## config.mk

```make
export PLATFORM = sky130hd
export DESIGN_NAME = ewmv_cfg
export DESIGN_NICKNAME = d
export VERILOG_FILES = /design/src/ewmv_pkg.sv /design/src/ewmv_cfg.sv
export SDC_FILE = /design/constraint.sdc
export NUM_CORES = 1
export LEC_CHECK = 0
export ABC_AREA = 1
export BUFFER_PORTS_ARGS = -buffer_cell sky130_fd_sc_hd__buf_2
export CORE_MARGIN = 1.5
export CORE_UTILIZATION = 34
export CTS_CLUSTER_DIAMETER = 100
export DETAILED_ROUTE_END_ITERATION = 16
export PLACE_DENSITY = 0.74
export SYNTH_ARGS = -nofsm -noshare
export SYNTH_HDL_FRONTEND = slang
export SYNTH_SLANG_ARGS = --single-unit
```

## constraint.sdc

```tcl
create_clock -name clk_i -period 0.8 [get_ports clk_i]
set_clock_uncertainty 0.05 [all_clocks]
set_input_delay 0.08 -clock clk_i [delete_from_list [all_inputs] [get_ports clk_i]]
set_output_delay 0.08 -clock clk_i [all_outputs]
set_load 0.005 [all_outputs]
```

## src/ewmv_pkg.sv

```systemverilog
// Package for the exponentially weighted mean, variance and covariance unit.
// Holds the payload structs, register constants, item kind codes and the
// multiplier request and response types. No dependencies.
package ewmv_pkg;

  localparam int unsigned ALPHA_W   = 17;
  localparam int unsigned SAMPLE_W  = 24;
  localparam int unsigned MEAN_W    = 40;
  localparam int unsigned VAR_W     = 63;
  localparam int unsigned COV_W     = 64;
  localparam int unsigned FRAC_W    = 16;
  localparam int unsigned OPND_W    = 64;
  localparam int unsigned PROD_W    = 2 * OPND_W;

  localparam logic [ALPHA_W-1:0] ALPHA_MIN   = 17'd66;
  localparam logic [ALPHA_W-1:0] ALPHA_ONE   = 17'd65536;
  localparam logic [ALPHA_W-1:0] ALPHA_RESET = 17'd6554;

  localparam int unsigned CFG_ADDR_W = 3;
  localparam int unsigned CFG_DATA_W = 32;
  localparam logic        IDX_ALPHA  = 1'b0;

  localparam logic [1:0] KIND_SINGLE = 2'd0;
  localparam logic [1:0] KIND_PAIR   = 2'd1;
  localparam logic [1:0] KIND_CLEAR  = 2'd2;

  typedef struct packed {
    logic [1:0]                 kind;
    logic signed [SAMPLE_W-1:0] sample_x;
    logic signed [SAMPLE_W-1:0] sample_y;
  } in_item_t;

  typedef struct packed {
    logic signed [MEAN_W-1:0] mean;
    logic [VAR_W-1:0]         variance;
    logic signed [COV_W-1:0]  covariance;
    logic                     seeded;
  } out_item_t;

  typedef struct packed {
    logic              start;
    logic [OPND_W-1:0] op_a;
    logic [OPND_W-1:0] op_b;
  } mul_req_t;

  typedef struct packed {
    logic              done;
    logic [PROD_W-1:0] product;
  } mul_rsp_t;

endpackage

```

## src/ewmv_cfg.sv

```systemverilog
// APB-style register port holding the smoothing weight alpha.
// Clamps written values to the legal range. Depends on ewmv_pkg.
module ewmv_cfg (
  input  logic                                clk_i,
  input  logic                                rst_ni,
  input  logic                                psel,
  input  logic                                penable,
  input  logic                                pwrite,
  input  logic [ewmv_pkg::CFG_ADDR_W-1:0]     paddr,
  input  logic [ewmv_pkg::CFG_DATA_W-1:0]     pwdata,
  output logic [ewmv_pkg::CFG_DATA_W-1:0]     prdata,
  output logic                                pready,
  output logic [ewmv_pkg::ALPHA_W-1:0]        alpha_o
);

  logic [ewmv_pkg::ALPHA_W-1:0] alpha_q, alpha_d;
  logic [ewmv_pkg::ALPHA_W-1:0] wr_val;
  logic                         wr_en;
  logic                         idx;

  assign pready = 1'b1;
  assign idx    = paddr[ewmv_pkg::CFG_ADDR_W-1];
  assign wr_en  = psel && penable && pwrite && pready && (idx == ewmv_pkg::IDX_ALPHA);
  assign wr_val = pwdata[ewmv_pkg::ALPHA_W-1:0];

  always_comb begin
    alpha_d = alpha_q;
    if (wr_en) begin
      priority if (wr_val < ewmv_pkg::ALPHA_MIN) begin
        alpha_d = ewmv_pkg::ALPHA_MIN;
      end else if (wr_val > ewmv_pkg::ALPHA_ONE) begin
        alpha_d = ewmv_pkg::ALPHA_ONE;
      end else begin
        alpha_d = wr_val;
      end
    end
  end

  always_ff @(posedge clk_i or negedge rst_ni) begin
    if (!rst_ni) begin
      alpha_q <= ewmv_pkg::ALPHA_RESET;
    end else begin
      alpha_q <= alpha_d;
    end
  end

  assign prdata  = (idx == ewmv_pkg::IDX_ALPHA) ?
                   ewmv_pkg::CFG_DATA_W'(alpha_q) : '0;
  assign alpha_o = alpha_q;

endmodule

```

==> impl_metrics.json <==
{
  "outcome": "finished with violations",
  "violations": "negative setup slack",
  "clock_sinks": 17,
  "clk_pin_slew_ps": 100,
  "area_delta_synth_final_pct": 58.6,
  "dieArea_mm2": 0.00353,
  "fp.coreArea_mm2": 0.00303,
  "holdWs_ps": 22.5,
  "diodes": 0,
  "synth_edf_count": 0,
  "yosysSeqAreaShare": 0.401,
  "dp_hpwl_um": 2000,
  "tns_ps": -9060,
  "drtIter0Drc": 27,
  "insertion_delay_ps": 290,
  "htree_levels": 1,
  "antenna_left": 0,
  "grt_pass1_vias": 983,
  "final_hold_viol_count": 0,
  "cp.required_ps": 670,
  "cp_slowest_cell": "dfstp_2",
  "fin_crit_ps": 1260,
  "critical_path.endpoint_type": "output pin",
  "syn_area_per_cell_um2": 7.52,
  "clockRootBuffer": "clkbuf_4",
  "yosysMostFrequentCell": "nor2_1",
  "path_class": "flop to output pin",
  "worstPathCellList": "inv_1 -> nor2_1 -> buf_2",
  "ys_types": 21,
  "fmax_ghz": 0.796,
  "finalPower_uw": 2660,
  "grt_antenna_before_repair": 0,
  "leakage_uw": 0.000898,
  "slew_violations": 0,
  "cts_tree": "built",
  "place_area_mm2": 0.00144,
  "place_ws_ps": -284,
  "synthCells": 144,
  "io_buffer_count": 56,
  "initial_utilization": 0.357,
  "grt_overflow": 0,
  "drt-total-wl_um": 2990,
  "final_cell_area_mm2": 0.00172,
  "power_density_mw_per_mm2": 1550,
  "rsz0062_at_grt": "yes",
  "synth_warnings": 0,
  "wl_per_cell_um": 11.1,
  "drive_gt1_frac": 0.544,
  "maxCapViolations": 0,
  "synth_top_area_frac": 0.231,
  "start_kind": "flop",
  "grt_max_degree": 18,
  "rows": 20,
  "setup_viol": 39,
  "synth_top_cell_by_area": "dfrtp_1",
  "hold_class": "primary input to flop",
  "setup_slack_ps": -456,
  "ios": 90,
  "track_usage": 0.168,
  "route.detailed.drc": 0,
  "synth.area.top_cells": "dfrtp_1 23%, dfstp_2 17%, buf_4 11%, nor2_1 9.4%, o21ai_1 6.9%",
  "avgViaCountPerCell": 4.22,
  "synthesis.area_mm2": 0.00108,
  "slowest_delay_ps": 560,
  "nNetsFinal": 267,
  "synth_seq_cells": 17,
  "path_max_fanout": 3,
  "ir_drop_mv": 0.763,
  "grt_pass1_wl_um": 4390,
  "dieWidth_um": 59.4,
  "die_y_um": 59.4,
  "vias": 1139,
  "place.gp.congestion": 0.870,
  "timing.final.crit_share": 1.57,
  "cts_inserted_buffers": 3,
  "dr.pass1.iters": 4,
  "cp_top_family": "flip-flops",
  "ys_top_cells_by_count": "27 x nor2_1, 19 x inv_1, 19 x nand2_1, 16 x buf_4, 15 x o21ai_1",
  "synth-async-reset-ratio": 1.00,
  "fillers": 294,
  "crit_arrival_ps": 1130,
  "path_buf_inv": 2,
  "cts_buffer_depth": 2,
  "largest_reg_flops": 17,
  "synthFlopType": "dfrtp_1"
}
final timing paths:
path	start	depth (start not counted)	slack [ps]	end
worst max-delay path	alpha_o[4]	3	-460	prdata[4]
worst min-delay path	pwdata[9]	3	20	alpha_o[9]
worst max register to register	alpha_o[8]	3	-110	alpha_o[8]
worst min register to register	alpha_o[11]	2	420	alpha_o[11]
max in group asynchronous	rst_ni	2	190	alpha_o[1]
min in group asynchronous	rst_ni	2	200	alpha_o[5]
power breakdown:
group | total (uW) | switching (uW) | leakage [uW] | internal [uW]
Combinational | 1020 | 472 | 0.000683 | 552
Sequential | 1180 | 115 | 0.000200 | 1060
Clock | 460 | 266 | 0.0000150 | 194
Total | 2660 | 852 | 0.000898 | 1810
cell type report:
| class | instances | area, um^2 | area share |
|---|---|---|---|
| Clock buffer | 4 | 26.3 | 0.0153 |
| Sequential cell | 17 | 434 | 0.253 |
| Inverter | 20 | 77.6 | 0.0452 |
| Timing Repair Buffer | 84 | 553 | 0.322 |
| Tap cell | 44 | 55.1 | 0.0321 |
| Multi-Input combinational cell | 101 | 571 | 0.332 |
tightest hold or removal path: cells and delay by family:
kind                   cells  cell delay [ps]
AO/OA/AOI/OAI              1               50
AND/OR/NAND/NOR            1               70
buffers and inverters      1              120
cells in the final DEF (no fill, tap or decap), drive strengths merged:
cell type	n
nor2	32
dlygate4sd3	9
clkbuf	4
o21ai	15
nand2	23
dfstp	7
dfrtp	10
buf	75
a21oi	3
conb	16
nand3	12
inv	20
logic make-up after synthesis:
kind of cell           Yosys count  share of synthesized area
AND/OR/NAND/NOR                 66                      0.282
buffers and inverters           41                      0.223
AO/OA/AOI/OAI                   18                     0.0867
flip-flops                      17                      0.401
other                            2                    0.00694
through the flow:
step,util,cells
finish,0.567,270
global route,0.567,270
CTS,0.539,267
detailed placement,0.476,247
global placement,0.476,247
floorplan,-,158
repair_timing:
action,CTS,global route
buffers inserted,7,5
pin swaps,9,16
resized for setup,12,17
gates cloned,0,1
endpoints found under the setup margin,39,49
endpoints found under the hold margin,25,0
hold buffers,9,0
metal layers:
| metal | track usage | part of all wire | routed length [um] |
|---|---|---|---|
| met1 | 0.203 | 0.38 | 1150 |
| met2 | 0.287 | 0.56 | 1670 |
| met3 | 0.0218 | 0.044 | 131 |
| met4 | 0.0877 | 0.013 | 40 |
| met5 | 0 | 0 | 0 |
Power figures use the tool's default switching activity.
