### config.mk
export PLATFORM = sky130hd
export DESIGN_NAME = ewmv_mul
export DESIGN_NICKNAME = d
export VERILOG_FILES = /design/src/ewmv_pkg.sv /design/src/ewmv_mul.sv
export SDC_FILE = /design/constraint.sdc
export NUM_CORES = 2
export LEC_CHECK = 0
export ABC_AREA = 1
export BUFFER_PORTS_ARGS = -buffer_cell sky130_fd_sc_hd__buf_4
export CAP_MARGIN = 5
export CORE_ASPECT_RATIO = 1.75
export CORE_MARGIN = 2
export CORE_UTILIZATION = 34
export DETAILED_ROUTE_END_ITERATION = 10
export PLACE_DENSITY = 0.54
export SLEW_MARGIN = 40
export SYNTH_ARGS = -nofsm -noshare
export SYNTH_HDL_FRONTEND = slang
export SYNTH_SLANG_ARGS = --single-unit
### constraint.sdc
create_clock -name clk_i -period 8.3 [get_ports clk_i]
set_clock_uncertainty 0.1 [all_clocks]
set_input_delay 0.415 -clock clk_i [delete_from_list [all_inputs] [get_ports clk_i]]
set_output_delay 0.415 -clock clk_i [all_outputs]
set_load 0.01 [all_outputs]
### src/ewmv_pkg.sv
// Package for the exponentially weighted mean, variance and covariance unit.
// Holds the payload structs, register constants, item kind codes and the
// multiplier request and response types. No dependencies.
package ewmv_pkg;

  localparam int unsigned ALPHA_W   = 17;
  localparam int unsigned SAMPLE_W  = 24;
  localparam int unsigned MEAN_W    = 40;
  localparam int unsigned VAR_W     = 63;
  localparam int unsigned COV_W     = 64;
  localparam int unsigned FRAC_W    = 16;
  localparam int unsigned OPND_W    = 64;
  localparam int unsigned PROD_W    = 2 * OPND_W;

  localparam logic [ALPHA_W-1:0] ALPHA_MIN   = 17'd66;
  localparam logic [ALPHA_W-1:0] ALPHA_ONE   = 17'd65536;
  localparam logic [ALPHA_W-1:0] ALPHA_RESET = 17'd6554;

  localparam int unsigned CFG_ADDR_W = 3;
  localparam int unsigned CFG_DATA_W = 32;
  localparam logic        IDX_ALPHA  = 1'b0;

  localparam logic [1:0] KIND_SINGLE = 2'd0;
  localparam logic [1:0] KIND_PAIR   = 2'd1;
  localparam logic [1:0] KIND_CLEAR  = 2'd2;

  typedef struct packed {
    logic [1:0]                 kind;
    logic signed [SAMPLE_W-1:0] sample_x;
    logic signed [SAMPLE_W-1:0] sample_y;
  } in_item_t;

  typedef struct packed {
    logic signed [MEAN_W-1:0] mean;
    logic [VAR_W-1:0]         variance;
    logic signed [COV_W-1:0]  covariance;
    logic                     seeded;
  } out_item_t;

  typedef struct packed {
    logic              start;
    logic [OPND_W-1:0] op_a;
    logic [OPND_W-1:0] op_b;
  } mul_req_t;

  typedef struct packed {
    logic              done;
    logic [PROD_W-1:0] product;
  } mul_rsp_t;

endpackage

### src/ewmv_mul.sv
// Shared multi-cycle 64 x 64 multiplier built from one 32 x 32 multiplier.
// Four partial products are formed in turn and accumulated.
// Depends on ewmv_pkg.
module ewmv_mul (
  input  logic               clk_i,
  input  logic               rst_ni,
  input  ewmv_pkg::mul_req_t req_i,
  output ewmv_pkg::mul_rsp_t rsp_o
);

  localparam int unsigned CHUNK_W  = ewmv_pkg::OPND_W / 2;
  localparam logic [2:0]  LAST_CNT = 3'd4;

  logic                            busy_q, busy_d;
  logic [2:0]                      cnt_q, cnt_d;
  logic                            done_q, done_d;
  logic [ewmv_pkg::OPND_W-1:0]     a_q, a_d, b_q, b_d;
  logic [ewmv_pkg::OPND_W-1:0]     pp_q, pp_d;
  logic [ewmv_pkg::PROD_W-1:0]     acc_q, acc_d;
  logic [CHUNK_W-1:0]              a_chunk, b_chunk;
  logic [ewmv_pkg::PROD_W-1:0]     pp_sh;

  always_comb begin
    a_chunk = cnt_q[1] ? a_q[ewmv_pkg::OPND_W-1:CHUNK_W] : a_q[CHUNK_W-1:0];
    b_chunk = cnt_q[0] ? b_q[ewmv_pkg::OPND_W-1:CHUNK_W] : b_q[CHUNK_W-1:0];
    pp_d    = a_chunk * b_chunk;
    unique case (cnt_q)
      3'd1:       pp_sh = {{ewmv_pkg::OPND_W{1'b0}}, pp_q};
      3'd2, 3'd3: pp_sh = {{CHUNK_W{1'b0}}, pp_q, {CHUNK_W{1'b0}}};
      LAST_CNT:   pp_sh = {pp_q, {ewmv_pkg::OPND_W{1'b0}}};
      default:    pp_sh = '0;
    endcase
  end

  always_comb begin
    busy_d = busy_q;
    cnt_d  = cnt_q;
    done_d = busy_q && (cnt_q == LAST_CNT);
    a_d    = a_q;
    b_d    = b_q;
    acc_d  = acc_q;
    if (req_i.start) begin
      busy_d = 1'b1;
      cnt_d  = '0;
      a_d    = req_i.op_a;
      b_d    = req_i.op_b;
      acc_d  = '0;
    end else if (busy_q) begin
      cnt_d = cnt_q + 3'd1;
      acc_d = acc_q + pp_sh;
      if (cnt_q == LAST_CNT) begin
        busy_d = 1'b0;
      end
    end
  end

  always_ff @(posedge clk_i or negedge rst_ni) begin
    if (!rst_ni) begin
      busy_q <= 1'b0;
      cnt_q  <= '0;
      done_q <= 1'b0;
    end else begin
      busy_q <= busy_d;
      cnt_q  <= cnt_d;
      done_q <= done_d;
    end
  end

  always_ff @(posedge clk_i) begin
    a_q   <= a_d;
    b_q   <= b_d;
    pp_q  <= pp_d;
    acc_q <= acc_d;
  end

  assign rsp_o.done    = done_q;
  assign rsp_o.product = acc_q;

endmodule

==> results.py <==
metrics = {
    "run": {
        "drv_cap": 0,
    },
    "sta": {
        "fmaxAchievable_mhz": 124.0,
        "drv_slew": 0,
        "worstMarginPinSlew_ns": 1.066,
        "hold_viol_final": 0,
        "setup_violations": 0,
        "grt_setup_unrepaired": "no",
        "slew_headroom_pct": 28.67,
        "holdWs_ns": 0.08166,
        "period_share_pct": 97.15,
        "fin_crit_ns": 8.063,
    },
    "critical_path": {
        "cp_slowest_stage_delay_ns": 0.63,
        "cp-start-kind": "flip-flop",
        "crit_start": "cnt_q[0]",
        "timing.reg2reg.setup_slack_ns": 0.24,
        "crit_fanout": 19,
        "path_class": "reg -> reg",
        "critical_path_required_ns": 8.75,
        "arrival_ns": 8.51,
        "cpMaxStageDelayCell": "fa_1",
        "r2r_start": "cnt_q[0]",
        "end_kind": "flip-flop",
        "cp_common_cell": "fa_1",
    },
    "synthesis": {
        "synth_cells": 8236,
        "syn-num-nets": 9659,
        "synth_flop_cell": "dfxtp_1",
        "synth_top_area_share_pct": 30.90,
        "synth-edff-count": 128,
        "yosys-top-cells-count": "nand2_1, inv_1, nor2_1",
        "postSynthAreaPerCell_um2": 7.057,
        "synth_area_leaders": "fa_1, nand2_1, inv_1",
        "async_flop_share_pct": 1.538,
        "synth_area_leader_cell": "fa_1",
        "synth_cell_types": 50,
        "synth_seq_area_share_pct": 13.44,
        "syn_area_mm2": 0.05812,
        "synth_seq_cells": 325,
        "ys_warn_count": 0,
        "yosysMostFrequentCell": "nand2_1",
    },
    "global_route": {
        "gr-total-overflow": 0,
        "grt_pass1_wl_um": 417500,
        "grt_pass1_vias": 58870,
        "grt_max_degree": 127,
        "track_usage_pct": 34.60,
        "antenna_found_initial": 11,
    },
    "final_layout": {
        "fillers": 18220,
        "nets": 10150,
        "syn_to_final_growth_pct": 15.57,
        "drive_gt1_share_pct": 10.85,
    },
    "clock_tree": {
        "h-tree-depth": 2,
        "cts_buffers": 40,
        "clkLatencyLatePin_ns": 0.71,
        "cts-root-buf": "clkbuf_16",
        "clk_pin_slew_ns": 0.07,
        "clock_sinks": 325,
        "clockBufferDepth": 3,
        "tritoncts": "yes",
    },
    "placement": {
        "portBuffers": 259,
        "hpwl_um": 258600,
        "place_congestion": 1.037,
    },
    "routing": {
        "drt-initial-drc-count": 3776,
        "antenna_left": 0,
        "wirelength_um": 301100,
        "vias": 55340,
        "avgViaCountPerCell": 5.038,
        "drc": 0,
        "firstDrtPassIters": 7,
        "wire_per_inst_um": 27.41,
    },
    "floorplanning": {
        "dieArea_mm2": 0.1744,
        "die_w_um": 316.5,
        "die_h_um": 551.0,
        "fp.coreArea_mm2": 0.1697,
        "num_io_pins": 260,
        "start_util_pct": 34.26,
        "rows": 200,
    },
    "worst_hold_path": {
        "hold_class": "in -> async",
    },
    "status": {
        "status": "complete, no violations",
    },
}
placed cells by master (no fill, tap or decap), types with 40 or more instances in the layout:
master | synthesis | routed
nand2_1 | 2320 | 2318
inv_1 | 1911 | 1903
nor2_1 | 1040 | 1034
fa_1 | 897 | 897
buf_4 | 1 | 504
ha_1 | 395 | 395
a21oi_1 | 208 | 207
dfxtp_1 | 192 | 192
nand3_1 | 190 | 189
dlygate4sd3_1 | 0 | 129
edfxtp_1 | 128 | 128
o21ai_0 | 124 | 106
or2_2 | 68 | 68
inv_2 | 63 | 67
o22ai_1 | 66 | 66
nor2_2 | 58 | 60
o21ai_2 | 28 | 59
xor2_1 | 45 | 45
nor3_1 | 42 | 41
clkbuf_16 | 0 | 40
registers in the layout, indices dropped and copies added, names as in the netlist:
register  flops
busy_q        1
b_q          64
pp_q         64
done_q        1
cnt_q         3
a_q          64
acc_q       128
cell type report:
type	instances	area [µm²]	area share, %
clock buffers	45	1050	1.563
well taps	2222	2780	4.139
clock inverters	29	375.4	0.5588
repair buffers	661	5542	8.250
flip-flops and latches	325	7815	11.63
multi-input cells	5721	42170	62.77
inverters	1977	7433	11.07
diodes	4	10.01	0.01490
critical path, delay by kind of cell (launching register included):
| kind | cells | cell delay [ns] |
|---|---|---|
| buf+inv | 8 | 1.21 |
| compound gates | 4 | 0.85 |
| flops | 1 | 0.45 |
| fa+ha+maj | 9 | 4.58 |
| simple gates | 8 | 0.74 |
kinds of logic (layout without fill, tap and decap cells):
family	count (synthesis)	count (layout)	synth area share, %
AO/OA/AOI/OAI	521	521	5.134
XOR/XNOR	54	54	0.8137
adder cells (fa/ha/maj)	1292	1292	39.40
buffers and inverters	2190	2712	14.41
flip-flops	325	325	13.44
other	0	4	0
AND/OR/NAND/NOR	3854	3854	26.80
metal layers:
layer  global-route usage [%]  vias up  part of all wire, %
li1                         -    25210                    -
met1                    30.45    26870                   30
met2                    63.49     2199                   52
met3                    4.376     1061                  4.5
met4                    38.90        2                   14
met5                        0        -               0.0043
what timing repair did:
action | in CTS | in global routing
resized for setup | 2 | 26
hold buffers | 129 | 0
endpoints found under the setup margin | 5 | 25
endpoints found under the hold margin | 133 | 0
setup buffers | 0 | 6
final timing paths:
| check | endpoint | cells after the start |
|---|---|---|
| setup / recovery | pp_q[62] | 29 |
| hold / removal | done_q | 2 |
| setup reg to reg | pp_q[62] | 29 |
| hold reg to reg | acc_q[115] | 2 |
| max in group asynchronous | cnt_q[1] | 2 |
| min in group clk_i | acc_q[49] | 4 |
metrics by stage:
step / setup TNS [ns] / utilization [%] / setup WS, ns / std cells / instance area [µm²]
CTS: 0 / 39.51 / 0.006267 / 10970 / 67040
global route: 0 / 39.59 / 0.005209 / 10980 / 67170
finish: 0 / 39.59 / 0.2368 / 10980 / 67170
detailed placement: -0.1251 / 37.91 / -0.04813 / 10770 / 64320
floorplan: 0 / - / 1.140 / 8236 / 58120
global placement: -0.1735 / 37.85 / -0.08764 / 10770 / 64220
Power is not shown: default switching activity piles up to over one toggle a cycle in this logic, so the estimate is an artifact.
