### src/ewmv_pkg.sv
// Package for the exponentially weighted mean, variance and covariance unit.
// Holds the payload structs, register constants, item kind codes and the
// multiplier request and response types. No dependencies.
package ewmv_pkg;

  localparam int unsigned ALPHA_W   = 17;
  localparam int unsigned SAMPLE_W  = 24;
  localparam int unsigned MEAN_W    = 40;
  localparam int unsigned VAR_W     = 63;
  localparam int unsigned COV_W     = 64;
  localparam int unsigned FRAC_W    = 16;
  localparam int unsigned OPND_W    = 64;
  localparam int unsigned PROD_W    = 2 * OPND_W;

  localparam logic [ALPHA_W-1:0] ALPHA_MIN   = 17'd66;
  localparam logic [ALPHA_W-1:0] ALPHA_ONE   = 17'd65536;
  localparam logic [ALPHA_W-1:0] ALPHA_RESET = 17'd6554;

  localparam int unsigned CFG_ADDR_W = 3;
  localparam int unsigned CFG_DATA_W = 32;
  localparam logic        IDX_ALPHA  = 1'b0;

  localparam logic [1:0] KIND_SINGLE = 2'd0;
  localparam logic [1:0] KIND_PAIR   = 2'd1;
  localparam logic [1:0] KIND_CLEAR  = 2'd2;

  typedef struct packed {
    logic [1:0]                 kind;
    logic signed [SAMPLE_W-1:0] sample_x;
    logic signed [SAMPLE_W-1:0] sample_y;
  } in_item_t;

  typedef struct packed {
    logic signed [MEAN_W-1:0] mean;
    logic [VAR_W-1:0]         variance;
    logic signed [COV_W-1:0]  covariance;
    logic                     seeded;
  } out_item_t;

  typedef struct packed {
    logic              start;
    logic [OPND_W-1:0] op_a;
    logic [OPND_W-1:0] op_b;
  } mul_req_t;

  typedef struct packed {
    logic              done;
    logic [PROD_W-1:0] product;
  } mul_rsp_t;

endpackage

### src/ewmv_seq.sv
// Sequencer and state of the weighted mean, variance and covariance update.
// Drives the shared multiplier through each item's steps and owns the
// output register. Depends on ewmv_pkg.
module ewmv_seq (
  input  logic                          clk_i,
  input  logic                          rst_ni,
  input  logic [ewmv_pkg::ALPHA_W-1:0]  alpha_i,
  input  logic                          in_valid_i,
  output logic                          in_stall_o,
  input  ewmv_pkg::in_item_t            in_data_i,
  output logic                          out_valid_o,
  input  logic                          out_stall_i,
  output ewmv_pkg::out_item_t           out_data_o,
  output ewmv_pkg::mul_req_t            mul_req_o,
  input  ewmv_pkg::mul_rsp_t            mul_rsp_i
);

  localparam int unsigned MW = ewmv_pkg::MEAN_W;
  localparam int unsigned VW = ewmv_pkg::VAR_W;
  localparam int unsigned CW = ewmv_pkg::COV_W;
  localparam int unsigned FW = ewmv_pkg::FRAC_W;
  localparam int unsigned DW = MW + 1;
  localparam int unsigned QW = DW + FW;
  localparam int unsigned SH = 2 * FW;

  localparam logic [2:0] S_IDLE  = 3'd0;
  localparam logic [2:0] S_PREP  = 3'd1;
  localparam logic [2:0] S_ISSUE = 3'd2;
  localparam logic [2:0] S_WAIT  = 3'd3;
  localparam logic [2:0] S_WRITE = 3'd4;

  localparam logic [2:0] OP_AX    = 3'd0;
  localparam logic [2:0] OP_AY    = 3'd1;
  localparam logic [2:0] OP_QXX   = 3'd2;
  localparam logic [2:0] OP_QXY   = 3'd3;
  localparam logic [2:0] OP_DECAY = 3'd4;

  logic [2:0]              state_q, state_d;
  logic [2:0]              op_q, op_d;
  logic                    started_q, started_d;
  logic                    seeded_q, seeded_d;
  logic                    out_valid_q, out_valid_d;
  logic signed [MW-1:0]    avg_q, avg_d, mx_q, mx_d, my_q, my_d;
  logic [VW-1:0]           spread_q, spread_d;
  logic signed [CW-1:0]    co_q, co_d;

  logic [1:0]              kind_q, kind_d;
  logic signed [MW-1:0]    x_q, x_d, y_q, y_d;
  logic [DW-1:0]           magx_q, magx_d, magy_q, magy_d;
  logic                    negx_q, negx_d, negy_q, negy_d;
  logic [QW-1:0]           qx_q, qx_d, qy_q, qy_d;
  logic signed [CW-1:0]    s_q, s_d;
  ewmv_pkg::out_item_t     out_q, out_d;

  logic signed [MW-1:0]    refx;
  logic signed [DW-1:0]    xe, ye, rxe, rye;
  logic                    geq_x, geq_y;
  logic [ewmv_pkg::PROD_W-1:0] prod;
  logic [VW-1:0]           t;
  logic [CW-1:0]           var_sum, var_s;
  logic [CW:0]             co65, t65, cov_r;
  logic signed [CW-1:0]    cov_s;
  logic [VW-1:0]           m;
  logic [CW-1:0]           m64, abs_s;
  logic [DW-1:0]           stepx, stepy, avg41, mx41, my41, avg_new, mx_new, my_new;
  logic [ewmv_pkg::ALPHA_W-1:0] oma;

  // Deltas and their magnitudes against the means before update.
  always_comb begin
    refx   = (kind_q == ewmv_pkg::KIND_PAIR) ? mx_q : avg_q;
    xe     = {x_q[MW-1], x_q};
    ye     = {y_q[MW-1], y_q};
    rxe    = {refx[MW-1], refx};
    rye    = {my_q[MW-1], my_q};
    geq_x  = (x_q >= refx);
    geq_y  = (y_q >= my_q);
    magx_d = geq_x ? DW'(xe - rxe) : DW'(rxe - xe);
    magy_d = geq_y ? DW'(ye - rye) : DW'(rye - ye);
    negx_d = !geq_x;
    negy_d = !geq_y;
  end

  // Post-processing of the multiplier result.
  always_comb begin
    prod    = mul_rsp_i.product;
    t       = (|prod[ewmv_pkg::PROD_W-1:VW+SH]) ? {VW{1'b1}} : prod[VW+SH-1:SH];
    var_sum = {1'b0, spread_q} + {1'b0, t};
    var_s   = var_sum[CW-1] ? {1'b0, {VW{1'b1}}} : var_sum;
    co65    = {co_q[CW-1], co_q};
    t65     = {2'b00, t};
    cov_r   = (negx_q ^ negy_q) ? (co65 - t65) : (co65 + t65);
    priority if (cov_r[CW] != cov_r[CW-1]) begin
      cov_s = cov_r[CW] ? {1'b1, {(CW-1){1'b0}}} : {1'b0, {(CW-1){1'b1}}};
    end else begin
      cov_s = cov_r[CW-1:0];
    end
    m       = prod[VW+FW-1:FW];
    m64     = {1'b0, m};
    stepx   = qx_q[QW-1:FW];
    stepy   = qy_q[QW-1:FW];
    avg41   = {avg_q[MW-1], avg_q};
    mx41    = {mx_q[MW-1], mx_q};
    my41    = {my_q[MW-1], my_q};
    avg_new = negx_q ? (avg41 - stepx) : (avg41 + stepx);
    mx_new  = negx_q ? (mx41 - stepx) : (mx41 + stepx);
    my_new  = negy_q ? (my41 - stepy) : (my41 + stepy);
    abs_s   = s_q[CW-1] ? (CW'(0) - s_q) : s_q;
    oma     = ewmv_pkg::ALPHA_ONE - alpha_i;
  end

  // Multiplier operand select.
  always_comb begin
    mul_req_o.start = (state_q == S_ISSUE);
    unique case (op_q)
      OP_AX: begin
        mul_req_o.op_a = ewmv_pkg::OPND_W'(alpha_i);
        mul_req_o.op_b = ewmv_pkg::OPND_W'(magx_q);
      end
      OP_AY: begin
        mul_req_o.op_a = ewmv_pkg::OPND_W'(alpha_i);
        mul_req_o.op_b = ewmv_pkg::OPND_W'(magy_q);
      end
      OP_QXX: begin
        mul_req_o.op_a = ewmv_pkg::OPND_W'(qx_q);
        mul_req_o.op_b = ewmv_pkg::OPND_W'(magx_q);
      end
      OP_QXY: begin
        mul_req_o.op_a = ewmv_pkg::OPND_W'(qx_q);
        mul_req_o.op_b = ewmv_pkg::OPND_W'(magy_q);
      end
      OP_DECAY: begin
        mul_req_o.op_a = abs_s;
        mul_req_o.op_b = ewmv_pkg::OPND_W'(oma);
      end
      default: begin
        mul_req_o.op_a = '0;
        mul_req_o.op_b = '0;
      end
    endcase
  end

  always_comb begin
    state_d     = state_q;
    op_d        = op_q;
    started_d   = started_q;
    seeded_d    = seeded_q;
    out_valid_d = out_valid_q && out_stall_i;
    avg_d       = avg_q;
    mx_d        = mx_q;
    my_d        = my_q;
    spread_d    = spread_q;
    co_d        = co_q;
    kind_d      = kind_q;
    x_d         = x_q;
    y_d         = y_q;
    qx_d        = qx_q;
    qy_d        = qy_q;
    s_d         = s_q;
    out_d       = out_q;

    unique case (state_q)
      S_IDLE: begin
        if (in_valid_i) begin
          kind_d   = in_data_i.kind;
          x_d      = {in_data_i.sample_x, {FW{1'b0}}};
          y_d      = {in_data_i.sample_y, {FW{1'b0}}};
          seeded_d = 1'b0;
          state_d  = S_PREP;
        end
      end
      S_PREP: begin
        state_d = S_WRITE;
        op_d    = OP_AX;
        unique case (kind_q)
          ewmv_pkg::KIND_CLEAR: begin
            avg_d     = '0;
            mx_d      = '0;
            my_d      = '0;
            spread_d  = '0;
            co_d      = '0;
            started_d = 1'b0;
          end
          ewmv_pkg::KIND_SINGLE: begin
            if (!started_q) begin
              avg_d     = x_q;
              spread_d  = '0;
              started_d = 1'b1;
              seeded_d  = 1'b1;
            end else begin
              state_d = S_ISSUE;
            end
          end
          ewmv_pkg::KIND_PAIR: begin
            if (!started_q) begin
              mx_d      = x_q;
              my_d      = y_q;
              co_d      = '0;
              started_d = 1'b1;
              seeded_d  = 1'b1;
            end else begin
              state_d = S_ISSUE;
            end
          end
          default: begin
            state_d = S_WRITE;
          end
        endcase
      end
      S_ISSUE: begin
        state_d = S_WAIT;
      end
      S_WAIT: begin
        if (mul_rsp_i.done) begin
          state_d = S_ISSUE;
          unique case (op_q)
            OP_AX: begin
              qx_d = prod[QW-1:0];
              op_d = (kind_q == ewmv_pkg::KIND_PAIR) ? OP_AY : OP_QXX;
            end
            OP_AY: begin
              qy_d = prod[QW-1:0];
              op_d = OP_QXY;
            end
            OP_QXX: begin
              s_d  = var_s;
              op_d = OP_DECAY;
            end
            OP_QXY: begin
              s_d  = cov_s;
              op_d = OP_DECAY;
            end
            OP_DECAY: begin
              state_d = S_WRITE;
              if (kind_q == ewmv_pkg::KIND_PAIR) begin
                co_d = s_q[CW-1] ? (CW'(0) - m64) : m64;
                mx_d = mx_new[MW-1:0];
                my_d = my_new[MW-1:0];
              end else begin
                spread_d = m;
                avg_d    = avg_new[MW-1:0];
              end
            end
            default: begin
              state_d = S_WRITE;
            end
          endcase
        end
      end
      S_WRITE: begin
        if (!out_valid_q || !out_stall_i) begin
          out_d.mean       = avg_q;
          out_d.variance   = spread_q;
          out_d.covariance = co_q;
          out_d.seeded     = seeded_q;
          out_valid_d      = 1'b1;
          state_d          = S_IDLE;
        end
      end
      default: begin
        state_d = S_IDLE;
      end
    endcase
  end

  always_ff @(posedge clk_i or negedge rst_ni) begin
    if (!rst_ni) begin
      state_q     <= S_IDLE;
      op_q        <= OP_AX;
      started_q   <= 1'b0;
      seeded_q    <= 1'b0;
      out_valid_q <= 1'b0;
      avg_q       <= '0;
      mx_q        <= '0;
      my_q        <= '0;
      spread_q    <= '0;
      co_q        <= '0;
    end else begin
      state_q     <= state_d;
      op_q        <= op_d;
      started_q   <= started_d;
      seeded_q    <= seeded_d;
      out_valid_q <= out_valid_d;
      avg_q       <= avg_d;
      mx_q        <= mx_d;
      my_q        <= my_d;
      spread_q    <= spread_d;
      co_q        <= co_d;
    end
  end

  always_ff @(posedge clk_i) begin
    kind_q <= kind_d;
    x_q    <= x_d;
    y_q    <= y_d;
    qx_q   <= qx_d;
    qy_q   <= qy_d;
    s_q    <= s_d;
    out_q  <= out_d;
    if (state_q == S_PREP) begin
      magx_q <= magx_d;
      magy_q <= magy_d;
      negx_q <= negx_d;
      negy_q <= negy_d;
    end
  end

  assign in_stall_o  = (state_q != S_IDLE);
  assign out_valid_o = out_valid_q;
  assign out_data_o  = out_q;

endmodule

### config.mk
export PLATFORM = sky130hd
export DESIGN_NAME = ewmv_seq
export DESIGN_NICKNAME = d
export VERILOG_FILES = /design/src/ewmv_pkg.sv /design/src/ewmv_seq.sv
export SDC_FILE = /design/constraint.sdc
export NUM_CORES = 2
export LEC_CHECK = 0
export BUFFER_PORTS_ARGS = -buffer_cell sky130_fd_sc_hd__buf_2
export CAP_MARGIN = 20
export CORE_ASPECT_RATIO = 0.8
export CORE_UTILIZATION = 25
export CTS_BUF_LIST = sky130_fd_sc_hd__clkbuf_4
export CTS_CLUSTER_SIZE = 20
export DETAILED_ROUTE_END_ITERATION = 6
export MAX_ROUTING_LAYER = met4
export SYNTH_ARGS = -nofsm -noshare
export SYNTH_HDL_FRONTEND = slang
export SYNTH_SLANG_ARGS = --single-unit
### constraint.sdc
create_clock -name clk_i -period 23.9 [get_ports clk_i]
set_input_delay 0 -clock clk_i [delete_from_list [all_inputs] [get_ports clk_i]]
set_output_delay 0 -clock clk_i [all_outputs]
set_load 0.05 [all_outputs]
==> summary.txt <==
Outcome
  • Outcome: complete, but fails checks
  • Failing checks: DRC

Synth
  • Register area share after synthesis: between 30% and 40%
  • Post-synth top cells: 708 x nand2_1, 520 x a21oi_1, 463 x edfxtp_1
  • Syn_area_per_cell: ~8.9 sq um
  • Top-area cell type share of the netlist area: a little over a quarter
  • Count leader, synth: nand2_1
  • Area leader, netlist: edfxtp_1
  • Synth area leaders: edfxtp_1 26%, dfrtp_1 12%, ha_1 8.2%
  • Syn Inst Count: around 6,000
  • EDFF count, synth: around 460
  • Synth async-reset ratio: between 30% and 40%
  • Synth Flop Type: edfxtp_1
  • Synthesis-stage register bit count: 719
  • Post-synthesis cell area: 52,800 sq um
  • Synth cell types: 100
  • Yosys synthesis warning count: 0

Clock tree
  • Htree depth: 4
  • Clk sinks: just over 700
  • Clock buffer depth: 4
  • Number of buffers added for setup after CTS: 0
  • Clock root buffer: clkbuf_4
  • CTS tree: yes
  • Clk slew on worst S/H paths: approximately 0.070 ns
  • Worst skew pair latency: 1.27 ns
  • Num CTS Buffers: between 200 and 250

Global route
  • GR Overflow Total: 0
  • Initial antenna violation count: 20
  • First-pass GRT wire length: approximately 340 mm
  • Total Routing Usage GR: between 20 and 25%
  • Vias in the first global route: around 48,000
  • Pin count of the biggest net entering global routing: 90

Die
  • Num ports: around 500
  • Die area: between 200,000 and 250,000 sq um
  • Initial Util: 25.2%
  • FP Rows: 150
  • Core ar.: 209,000 sq um
  • Die Span X: about 520 um
  • Die height: around 410 um

Run
  • Maxcap violations: 0

Pwr
  • Clock share of power: a little over a tenth
  • Pwr Density: roughly 180 nW/um^2
  • Pint: ~5300 uW
  • Seq pwr share: about a fifth
  • VDD IR max: about 250 uV
  • Logic pwr share: roughly 70%
  • Sw Share: 54.3%
  • Leakage: 0.0274 uW
  • P_sw: about 6200 uW

Final layout
  • Final core area utilization: roughly 31%
  • Proportion of layout cells with a drive suffix above 1: 13.7%
  • Nets: 7,313
  • Synth-to-layout area growth: 21.9%
  • Final instance area: roughly 64,000 sq um
  • Finished Layout Cells: 9,746

Setup path
  • CP dominant cell by count: dlygate4sd3_1
  • Crit-path slowest cell: a221oi_1
  • Worst setup path class: in -> reg
  • CP endpoint kind: flop
  • Arrival @ worst endpoint: around 11 ns
  • Critical path data required time: 24.90 ns
  • Max incr delay on CP: 0.69 ns
  • Crit-path max FO: 55
  • CP startpoint kind: input port

Detailed routing
  • Length of the first detailed-routing pass in iterations: 7
  • Via count: about 51,000
  • Via density: roughly 5.3
  • DR WL/cell: around 25 um
  • Post-route ant nets: 0
  • Total Wirelength: between 200 and 250 mm
  • DRT iter0 DRCs: 5,728
  • DRC: 6

STA
  • Slew at the pin closest to its max-slew limit: around 1.3 ns
  • Fin. max-slew vios: 0
  • Final period util: 40.6%
  • Setup violators final: 0
  • Sum Neg Setup Slack: 0 ns
  • Max_slew headroom: 15.4%
  • Fmax: around 100 MHz
  • Final hold violations: 0
  • RSZ-0062 raised after global routing: no
  • Min cycle time layout: 9.71 ns
  • Final setup skew: between 0.15 and 0.2 ns

Placed design
  • RePlAce Congestion: between 1 and 1.5
  • Placed Area: 58,100 sq um
  • Post-DP HPWL: approximately 180 mm
  • Port bufs: 475
  • Cells after DPL: approximately 9,000

Min path
  • Worst min-delay path class: in -> reg
[what timing repair did]
action	CTS	global route
gates resized for setup	0	0
hold endpoints to repair	845	0
hold buffers	362	0
[cell families after synthesis]
group                      Yosys count  synth area share, %
adders and majority gates          354                 8.48
buffers and inverters              570                 4.27
other                                1              0.00710
muxes                               95                 1.81
and+or+nand+nor                   1936                 17.4
DFF                                719                 38.4
AOI/OAI and AO/OA                 1746                 20.7
xor gates and xnor gates           535                 8.87
[cell usage in the layout (no fill, tap or decap), types with 103 or more instances in the layout]
master           n
clkbuf_4       310
buf_2          474
dfrtp_1        254
xor2_1         264
nor2_1         404
nand2b_1       103
nand2_1        706
a21o_1         175
o21ai_0        408
dlygate4sd3_1  361
ha_1           346
nand3_1        156
nor3_1         113
inv_1          233
xnor2_1        269
edfxtp_1       463
a21oi_1        519
[stage by stage]
stage / setup slack [ns] / hold slack, ns / power, uW
final: 14.19 / 0.130 / 11500
after global placement: 16.04 / 0.0795 / 9850
after floorplan: 14.30 / -0.296 / 7320
after CTS: 14.56 / 0.00000933 / 11400
after global routing: 13.72 / 0.0501 / 12200
after detailed placement: 15.85 / 0.0665 / 9880
[final cells by class]
| type | count | area, sq um |
|---|---|---|
| multi-input cells | 4689 | 30500 |
| diodes | 8 | 20.0 |
| fillers | 22127 | 145000 |
| inverters | 238 | 895 |
| flip-flops and latches | 719 | 20300 |
| clock inverters | 69 | 345 |
| repair buffers | 901 | 6520 |
| well taps | 2812 | 3520 |
| clock buffers | 310 | 2330 |
[power by group through the flow]
stage	combinational (uW)	sequential, uW	clock (uW)
CTS	7850	2260	1270
global placement	7570	2280	0
global route	8550	2290	1330
detailed placement	7600	2280	0
finish	8010	2260	1230
floorplan	5000	2320	0
[registers in the layout (all words and copies together) (netlist names), 2 cells and up]
signal / cells
y_q: 24
qy_q: 40
magx_q: 41
co_q: 64
qx_q: 57
x_q: 24
mx_q: 40
s_q: 64
state_q: 3
op_q: 3
kind_q: 2
magy_q: 41
out_data_o: 168
spread_q: 63
my_q: 40
avg_q: 40
[layer usage]
layer  vias to the layer above  global-route usage [%]  share of wire [%]
met3                       494                    4.63                9.0
met4                         0                    9.17                4.5
met1                     24957                    30.5                 44
met5                         -                       -                  0
li1                      23422                       -                  -
met2                      2514                    32.1                 42
[path summary, 6_finish.rpt]
check	from	to	slack [ns]	cells after the start
max	mul_rsp_i[122]	s_q[62]	14.19	33
min	in_data_i[32]	x_q[24]	0.13	3
max reg2reg	negx_q	s_q[54]	15.94	19
min reg2reg	avg_q[0]	out_data_o[128]	0.45	0
max in group asynchronous	rst_ni	op_q[2]	21.58	6
min in group asynchronous	rst_ni	co_q[28]	0.56	5
[worst max-delay path, delay by kind of cell]
kind	cells	cell delay [ns]
compound gates	6	1.98
xor+xnor	1	0.14
buf+inv	9	4.29
fa+ha+maj	2	0.61
simple gates	15	3.66
No activity file was read; power rests on OpenSTA's default activity.
